<file path="src/rtl/ptnp_pkg.sv">
// Shared constants for the prime test / next prime unit.
// No dependencies; used by the channel interfaces and the top level.
`timescale 1ns / 1ps

package ptnp_pkg;

    localparam int VALUE_W   = 32;  // operand and result field width
    localparam int WIDTH_DEF = 32;  // default working width

    // operation selector codes
    localparam logic FUNC_TEST = 1'b0;
    localparam logic FUNC_NEXT = 1'b1;

endpackage

</file>
<file path="src/rtl/ptnp_if.sv">
// Request and answer channel interfaces for the prime test / next prime unit.
// Depends on ptnp_pkg for the field widths.
`timescale 1ns / 1ps

interface ptnp_query_if
    import ptnp_pkg::*;
();
    logic               valid;
    logic               ready;
    logic               func;
    logic [VALUE_W-1:0] value;

    modport source (output valid, output func, output value, input ready);
    modport sink   (input valid, input func, input value, output ready);
endinterface

interface ptnp_answer_if
    import ptnp_pkg::*;
();
    logic               valid;
    logic               ready;
    logic               is_prime_flag;
    logic [VALUE_W-1:0] next_prime_value;
    logic               overflow;

    modport source (output valid, output is_prime_flag, output next_prime_value,
                    output overflow, input ready);
    modport sink   (input valid, input is_prime_flag, input next_prime_value,
                    input overflow, output ready);
endinterface

</file>
<file path="src/rtl/prime_test_and_next_prime_unit.sv">
// Prime test / next prime unit: a small sequencer around one shared restoring divider.
// Depends on ptnp_pkg and the channel interfaces in ptnp_if.sv.
// Method: trial division of odd n by odd divisors from 3 up to sqrt(n), each a CW-bit division,
//   CW = min(WIDTH,32)+1; trivial cases answer without any division.
//   Next mode adds a mod-6 seed division plus one test per 6k+1/6k+5 candidate.
// Throughput: one request at a time; reset (rst_n low) idles the sequencer, drops the answer.
`timescale 1ns / 1ps

module prime_test_and_next_prime_unit
    import ptnp_pkg::*;
#(
    parameter int WIDTH = WIDTH_DEF
) (
    input  logic                 clk,
    input  logic                 rst_n,
    ptnp_query_if.sink           query,
    ptnp_answer_if.source        answer
);

    localparam int OW    = (WIDTH < VALUE_W) ? WIDTH : VALUE_W;
    localparam int CW    = OW + 1;          // room for a candidate just past the limit
    localparam int CNT_W = $clog2(CW + 1);

    typedef enum logic [7:0] {
        S_IDLE   = 8'b0000_0001,
        S_SEED   = 8'b0000_0010,
        S_TEST   = 8'b0000_0100,
        S_DIV    = 8'b0000_1000,
        S_CHECK  = 8'b0001_0000,
        S_STEP   = 8'b0010_0000,
        S_BOUND  = 8'b0100_0000,
        S_FINISH = 8'b1000_0000
    } state_t;

    state_t             state_reg, state_next;
    logic               mode_reg, mode_next;
    logic               seed_div_reg, seed_div_next;
    logic [CW-1:0]      cand_reg, cand_next;
    logic [2:0]         stride_reg, stride_next;
    logic [CW-1:0]      dsr_reg, dsr_next;
    logic [CW-1:0]      rem_reg, rem_next;
    logic [CW-1:0]      quo_reg, quo_next;
    logic [CNT_W-1:0]   cnt_reg, cnt_next;
    logic               res_flag_reg, res_flag_next;
    logic [VALUE_W-1:0] res_value_reg, res_value_next;
    logic               res_ovf_reg, res_ovf_next;

    logic               out_valid_reg;
    logic               out_flag_reg;
    logic [VALUE_W-1:0] out_value_reg;
    logic               out_ovf_reg;

    logic [OW-1:0]      v_in;
    logic [CW:0]        trial;
    logic [CW:0]        trial_diff;
    logic               trial_ge;
    logic               verdict_valid;
    logic               verdict_prime;
    logic               out_free;
    logic               load_out;

    assign v_in       = query.value[OW-1:0];
    assign trial      = {rem_reg, quo_reg[CW-1]};
    assign trial_diff = trial - {1'b0, dsr_reg};
    assign trial_ge   = (trial >= {1'b0, dsr_reg});
    assign out_free   = !out_valid_reg || answer.ready;
    assign load_out   = (state_reg == S_FINISH) && out_free;

    assign query.ready = (state_reg == S_IDLE);

    always_comb
    begin
        state_next     = state_reg;
        mode_next      = mode_reg;
        seed_div_next  = seed_div_reg;
        cand_next      = cand_reg;
        stride_next    = stride_reg;
        dsr_next       = dsr_reg;
        rem_next       = rem_reg;
        quo_next       = quo_reg;
        cnt_next       = cnt_reg;
        res_flag_next  = res_flag_reg;
        res_value_next = res_value_reg;
        res_ovf_next   = res_ovf_reg;
        verdict_valid  = 1'b0;
        verdict_prime  = 1'b0;

        unique case (state_reg)
            S_IDLE:
            begin
                if (query.valid)
                begin
                    mode_next    = query.func;
                    cand_next    = CW'(v_in);
                    res_flag_next = 1'b1;
                    res_ovf_next  = 1'b0;
                    if (query.func == FUNC_NEXT)
                    begin
                        if (v_in <= OW'(1))
                        begin
                            res_value_next = VALUE_W'(2);
                            state_next     = S_FINISH;
                        end
                        else if (v_in == OW'(2))
                        begin
                            res_value_next = VALUE_W'(3);
                            state_next     = S_FINISH;
                        end
                        else if (v_in == OW'(3))
                        begin
                            res_value_next = VALUE_W'(5);
                            state_next     = S_FINISH;
                        end
                        else
                        begin
                            // value mod 6 through the shared divider
                            quo_next      = CW'(v_in);
                            rem_next      = '0;
                            dsr_next      = CW'(6);
                            cnt_next      = CNT_W'(CW);
                            seed_div_next = 1'b1;
                            state_next    = S_DIV;
                        end
                    end
                    else
                    begin
                        state_next = S_TEST;
                    end
                end
            end

            S_SEED:
            begin
                case (rem_reg[2:0])
                    3'd0:
                    begin
                        cand_next   = cand_reg + CW'(1);
                        stride_next = 3'd4;
                    end
                    3'd5:
                    begin
                        cand_next   = cand_reg + CW'(2);
                        stride_next = 3'd4;
                    end
                    default:
                    begin
                        // up to the 6k+5 point of the same group of six
                        cand_next   = cand_reg - CW'(rem_reg[2:0]) + CW'(5);
                        stride_next = 3'd2;
                    end
                endcase
                state_next = S_BOUND;
            end

            S_TEST:
            begin
                if (cand_reg == CW'(2) || cand_reg == CW'(3))
                begin
                    verdict_valid = 1'b1;
                    verdict_prime = 1'b1;
                end
                else if (cand_reg < CW'(2) || !cand_reg[0])
                begin
                    verdict_valid = 1'b1;
                end
                else
                begin
                    quo_next      = cand_reg;
                    rem_next      = '0;
                    dsr_next      = CW'(3);
                    cnt_next      = CNT_W'(CW);
                    seed_div_next = 1'b0;
                    state_next    = S_DIV;
                end
            end

            S_DIV:
            begin
                rem_next = trial_ge ? trial_diff[CW-1:0] : trial[CW-1:0];
                quo_next = {quo_reg[CW-2:0], trial_ge};
                cnt_next = cnt_reg - CNT_W'(1);
                if (cnt_reg == CNT_W'(1))
                begin
                    state_next = seed_div_reg ? S_SEED : S_CHECK;
                end
            end

            S_CHECK:
            begin
                if (rem_reg == '0)
                begin
                    verdict_valid = 1'b1;
                end
                else if (quo_reg < dsr_reg)
                begin
                    verdict_valid = 1'b1;
                    verdict_prime = 1'b1;
                end
                else
                begin
                    // odd divisors only: the candidate is odd here
                    quo_next   = cand_reg;
                    rem_next   = '0;
                    dsr_next   = dsr_reg + CW'(2);
                    cnt_next   = CNT_W'(CW);
                    state_next = S_DIV;
                end
            end

            S_STEP:
            begin
                cand_next   = cand_reg + CW'(stride_reg);
                stride_next = stride_reg ^ 3'd6;
                state_next  = S_BOUND;
            end

            S_BOUND:
            begin
                // candidates never pass twice the limit, so the top bit means overflow
                if (cand_reg[CW-1])
                begin
                    res_flag_next  = 1'b0;
                    res_value_next = '0;
                    res_ovf_next   = 1'b1;
                    state_next     = S_FINISH;
                end
                else
                begin
                    state_next = S_TEST;
                end
            end

            S_FINISH:
            begin
                if (out_free)
                begin
                    state_next = S_IDLE;
                end
            end

            default:
            begin
                state_next = S_IDLE;
            end
        endcase

        if (verdict_valid)
        begin
            res_ovf_next = 1'b0;
            if (mode_reg == FUNC_TEST)
            begin
                res_flag_next  = verdict_prime;
                res_value_next = '0;
                state_next     = S_FINISH;
            end
            else if (verdict_prime)
            begin
                res_flag_next  = 1'b1;
                res_value_next = VALUE_W'(cand_reg[OW-1:0]);
                state_next     = S_FINISH;
            end
            else
            begin
                state_next = S_STEP;
            end
        end
    end

    always_ff @(posedge clk or negedge rst_n)
    begin
        if (!rst_n)
        begin
            state_reg <= S_IDLE;
        end
        else
        begin
            state_reg <= state_next;
        end
    end

    always_ff @(posedge clk)
    begin
        mode_reg      <= mode_next;
        seed_div_reg  <= seed_div_next;
        cand_reg      <= cand_next;
        stride_reg    <= stride_next;
        dsr_reg       <= dsr_next;
        rem_reg       <= rem_next;
        quo_reg       <= quo_next;
        cnt_reg       <= cnt_next;
        res_flag_reg  <= res_flag_next;
        res_value_reg <= res_value_next;
        res_ovf_reg   <= res_ovf_next;
    end

    // answer register
    always_ff @(posedge clk or negedge rst_n)
    begin
        if (!rst_n)
        begin
            out_valid_reg <= 1'b0;
        end
        else if (load_out)
        begin
            out_valid_reg <= 1'b1;
        end
        else if (answer.ready)
        begin
            out_valid_reg <= 1'b0;
        end
    end

    always_ff @(posedge clk)
    begin
        if (load_out)
        begin
            out_flag_reg  <= res_flag_reg;
            out_value_reg <= res_value_reg;
            out_ovf_reg   <= res_ovf_reg;
        end
    end

    assign answer.valid            = out_valid_reg;
    assign answer.is_prime_flag    = out_flag_reg;
    assign answer.next_prime_value = out_value_reg;
    assign answer.overflow         = out_ovf_reg;

    a_div_nonzero: assert property (@(posedge clk) disable iff (!rst_n)
        (state_reg == S_DIV) |-> (dsr_reg != '0))
        else $error("divider started with a zero divisor");

    a_rem_bound: assert property (@(posedge clk) disable iff (!rst_n)
        (state_reg == S_CHECK) |-> (rem_reg < dsr_reg))
        else $error("remainder not below divisor after division");

    a_cand_odd: assert property (@(posedge clk) disable iff (!rst_n)
        (state_reg == S_TEST && mode_reg == FUNC_NEXT) |-> cand_reg[0])
        else $error("even candidate in next prime search");

    a_ovf_clean: assert property (@(posedge clk) disable iff (!rst_n)
        (out_valid_reg && out_ovf_reg) |-> (!out_flag_reg && out_value_reg == '0))
        else $error("overflow answer carries a prime");

    a_load_free: assert property (@(posedge clk) disable iff (!rst_n)
        (out_valid_reg && !answer.ready) |=> $stable(out_value_reg))
        else $error("answer overwritten while stalled");

endmodule
</file>
<file path="src/flat_wrapper.sv">
// flat-port wrapper written by rule: the top's interface ports become plain ports
module prime_test_and_next_prime_unit_flat import ptnp_pkg::*;
#(
    parameter int WIDTH = WIDTH_DEF
)
  (clk, rst_n, query_valid, query_func, query_value, query_ready, answer_valid, answer_is_prime_flag, answer_next_prime_value, answer_overflow, answer_ready);
  ptnp_query_if query_i ();
  ptnp_answer_if answer_i ();
  input  logic clk;
  input  logic rst_n;
  input wire logic [$bits(query_i.valid)-1:0] query_valid;
  input wire logic [$bits(query_i.func)-1:0] query_func;
  input wire logic [$bits(query_i.value)-1:0] query_value;
  output wire logic [$bits(query_i.ready)-1:0] query_ready;
  output wire logic [$bits(answer_i.valid)-1:0] answer_valid;
  output wire logic [$bits(answer_i.is_prime_flag)-1:0] answer_is_prime_flag;
  output wire logic [$bits(answer_i.next_prime_value)-1:0] answer_next_prime_value;
  output wire logic [$bits(answer_i.overflow)-1:0] answer_overflow;
  input wire logic [$bits(answer_i.ready)-1:0] answer_ready;
  assign query_i.valid = query_valid;
  assign query_i.func = query_func;
  assign query_i.value = query_value;
  assign query_ready = query_i.ready;
  assign answer_valid = answer_i.valid;
  assign answer_is_prime_flag = answer_i.is_prime_flag;
  assign answer_next_prime_value = answer_i.next_prime_value;
  assign answer_overflow = answer_i.overflow;
  assign answer_i.ready = answer_ready;
  prime_test_and_next_prime_unit #(.WIDTH(WIDTH)) u_core (.clk(clk), .rst_n(rst_n), .query(query_i), .answer(answer_i));
endmodule
</file>
<file path="config.mk">
export PLATFORM = sky130hd
export DESIGN_NAME = prime_test_and_next_prime_unit_flat
export DESIGN_NICKNAME = d
export VERILOG_FILES = /design/src/rtl/ptnp_pkg.sv /design/src/rtl/ptnp_if.sv /design/src/rtl/prime_test_and_next_prime_unit.sv /design/src/flat_wrapper.sv
export SDC_FILE = /design/constraint.sdc
export NUM_CORES = 1
export LEC_CHECK = 0
export ABC_AREA = 0
export ABC_CLOCK_PERIOD_IN_PS = 10300
export BUFFER_PORTS_ARGS = -buffer_cell sky130_fd_sc_hd__buf_2
export CORE_ASPECT_RATIO = 1.4
export CORE_UTILIZATION = 55
export DETAILED_ROUTE_END_ITERATION = 8
export PLACE_DENSITY_LB_ADDON = 0.25
export SYNTH_ARGS = -nofsm -noshare
export SYNTH_HDL_FRONTEND = slang
export SYNTH_SLANG_ARGS = --single-unit
</file>
<file path="constraint.sdc">
create_clock -name clk -period 10.3 [get_ports clk]
set_input_delay 0.515 -clock clk [delete_from_list [all_inputs] [get_ports clk]]
set_output_delay 0.515 -clock clk [all_outputs]
set_load 0.01 [all_outputs]
</file>
==> impl_metrics.ini <==
[outcome]
status = finished clean

[yosys]
ys_types = 84
synthCells = 1727
ys_ff_latch = 219
yosysSeqAreaShare_pct = 37.66
synth_nets = 1938
syn-cell-area_sq_mm = 0.01644
yosys-top-cells-count = nor2_1 (218), edfxtp_1 (176), ha_1 (171)
synth.top_cell.area_share_pct = 32.14
synth_area_leaders = edfxtp_1 (32%), ha_1 (13%), xnor2_1 (5.2%)
synth_largest_area_cell = edfxtp_1
synth_most_common_cell = nor2_1
synth_ff_type = edfxtp_1
yosysWarnings = 0
syn_area_per_cell_sq_um = 9.522
synth-edff-count = 176
async_reset_ff_share_pct = 4.110

[timing]
hold_viol = 0
finalMaxSlewViolations = 0
fin_tns_setup_ps = 0
skew_ps = 17.41
timing.slew.headroom_pct = 19.76
setup_violations = 0
period_needed_ps = 4283
finalCritPeriodShare_pct = 41.58
fmax_mhz = 233.5
worst_pin_slew_ps = 1201
rsz0062_at_grt = no

[critical_path]
critPathKind = register to register
start_kind = register
crit_path_end_kind = register
timing.rr.end = u_core.cand_reg[32]
crit_arrival_ps = 4660
r2r_setup_slack_ps = 6020
path_max_fanout = 9
worst_ep_required_time_ps = 10680
reg2regPathDepth = 13
r2r-start = u_core.cand_reg[2]

[drt]
drtPass1Iterations = 6
vias = 13980
wl_per_cell_microns = 22.68
postRouteAntennaNets = 0
viasPerCell = 6.403
drt_iter0_markers = 1012
drt_wl_total_microns = 49510
drc = 0

[clock_tree]
postCtsSetupBuffers = 0
cts-resized-gates = 0
cts_sinks = 219
cts_tree = built
htreeDepth = 1
clock-root-buffer = clkbuf_16
clk_latency_ps = 550
clock_path_buffers = 3
postCtsHoldBufs = 1
numCtsBuffers = 24
path_clk_slew_ps = 60

[place]
port_buffers = 72
gp_congestion = 1.010
dp_hpwl_microns = 36850
placed_area_sq_mm = 0.01718

[hold_path]
worstHoldPathCells = 2
min_path_type = input port to register
worstHoldEndpoint = u_core.state_reg[0]
min_from = query_valid

[finish]
fin_area_sq_mm = 0.01805
fill_cells = 2558
diodes = 0
area_growth_pct = 9.792
nets = 1996
drive_gt1_share_pct = 10.76

[global_routing]
grt_start_max_net_pins = 40
antenna_found_initial = 1
track_usage_pct = 32.71
grt_pass1_vias = 13860
grt_pass1_wl_microns = 76690
grt-ovfl-total = 0

[power]
p_per_area_mw_per_mm2 = 357.6
leakage_nw = 7.238
irDropWorstVdd_mv = 0.1869

[floorplan]
start_util_pct = 56.21
row_count = 74
die_y_microns = 206.6
die_width_microns = 148.1
ios = 73
fp.coreArea_sq_mm = 0.02926
die-area_sq_mm = 0.03061

[flow_run]
maxCapViolCount = 0
## worst max path at each step
stage                     cells after the start  slack [ps]           startpoint                  end
after global placement                       13        6330   u_core.cand_reg[2]  u_core.cand_reg[32]
after global routing                         13        5970   u_core.cand_reg[2]  u_core.cand_reg[32]
after CTS                                    13        6170   u_core.cand_reg[2]  u_core.cand_reg[32]
final                                        13        6020   u_core.cand_reg[2]  u_core.cand_reg[32]
after floorplan                               8        2470  u_core.state_reg[5]    u_core.cnt_reg[0]
after detailed placement                     14        6220   u_core.cand_reg[1]  u_core.cand_reg[29]
## cell type report
| cell class | instances | area [sq um] | share of cell area [%] |
|---|---|---|---|
| multi-input cells | 1337 | 9607 | 53.21 |
| flip-flops and latches | 219 | 6192 | 34.30 |
| well taps | 380 | 475.5 | 2.633 |
| repair buffers | 89 | 490.5 | 2.717 |
| clock buffers | 31 | 668.1 | 3.701 |
| clock inverters | 13 | 193.9 | 1.074 |
| inverters | 114 | 427.9 | 2.370 |
## layer usage
metal,vias up,share of wire (%),GRT usage (%)
met2,586,49,57.21
met1,6683,39,38.28
met3,189,6.3,4.066
met4,0,6.2,19.85
met5,-,0,0
li1,6520,-,-
## stage by stage
stage	worst slack [ps]	instances	utilization (%)	hold slack [ps]	total power, W
after floorplan	2469	1727	-	219.4	0.004468
after global placement	6327	2138	58.73	375.3	0.005364
after detailed placement	6224	2138	58.73	377.9	0.005418
after CTS	6171	2183	61.71	155.8	0.006399
after global routing	5974	2183	61.71	173.6	0.006893
final	6017	2183	61.71	173.0	0.006456
## cell usage in the layout, fill, tap and decap left out, types with 28 or more instances in the layout
cell | synthesis | routed
xnor2_1 | 98 | 98
nor2_1 | 218 | 215
inv_1 | 113 | 113
a221o_1 | 32 | 32
edfxtp_1 | 176 | 176
nand2_1 | 105 | 105
a21oi_1 | 101 | 100
nand4_1 | 28 | 28
buf_2 | 6 | 72
o21ai_0 | 82 | 82
nand3_1 | 47 | 47
ha_1 | 171 | 171
a22oi_2 | 28 | 28
mux2i_1 | 33 | 33
dfxtp_1 | 34 | 34
nor3_1 | 28 | 28
## critical path, cell delays in order (launching register included)
cell      delay [ps]
edfxtp_1         580
inv_1            150
ha_1             300
inv_1             70
ha_1             280
a21o_1           100
a21oi_1          120
o31ai_1          380
o21ai_1          260
o41ai_2          700
a31oi_1          290
o41ai_1          380
mux2_2           380
o21ai_1          130
## power breakdown
group,internal [W],switching [W],leakage [nW]
clock network,0.000582,0.000370,0.421
logic,0.00144,0.00223,4.77
registers,0.00143,0.000401,2.04
total,0.00345,0.00300,7.24
## kinds of logic after synthesis
group | after synthesis | synth area share (%)
AND/OR/NAND/NOR | 562 | 16.88
buffers and inverters | 171 | 4.291
adder cells (fa/ha/maj) | 174 | 13.38
XOR/XNOR | 117 | 6.231
AO/OA/AOI/OAI | 450 | 19.49
flip-flops | 219 | 37.66
multiplexers | 34 | 2.077
No activity file was read; power rests on OpenSTA's default activity.
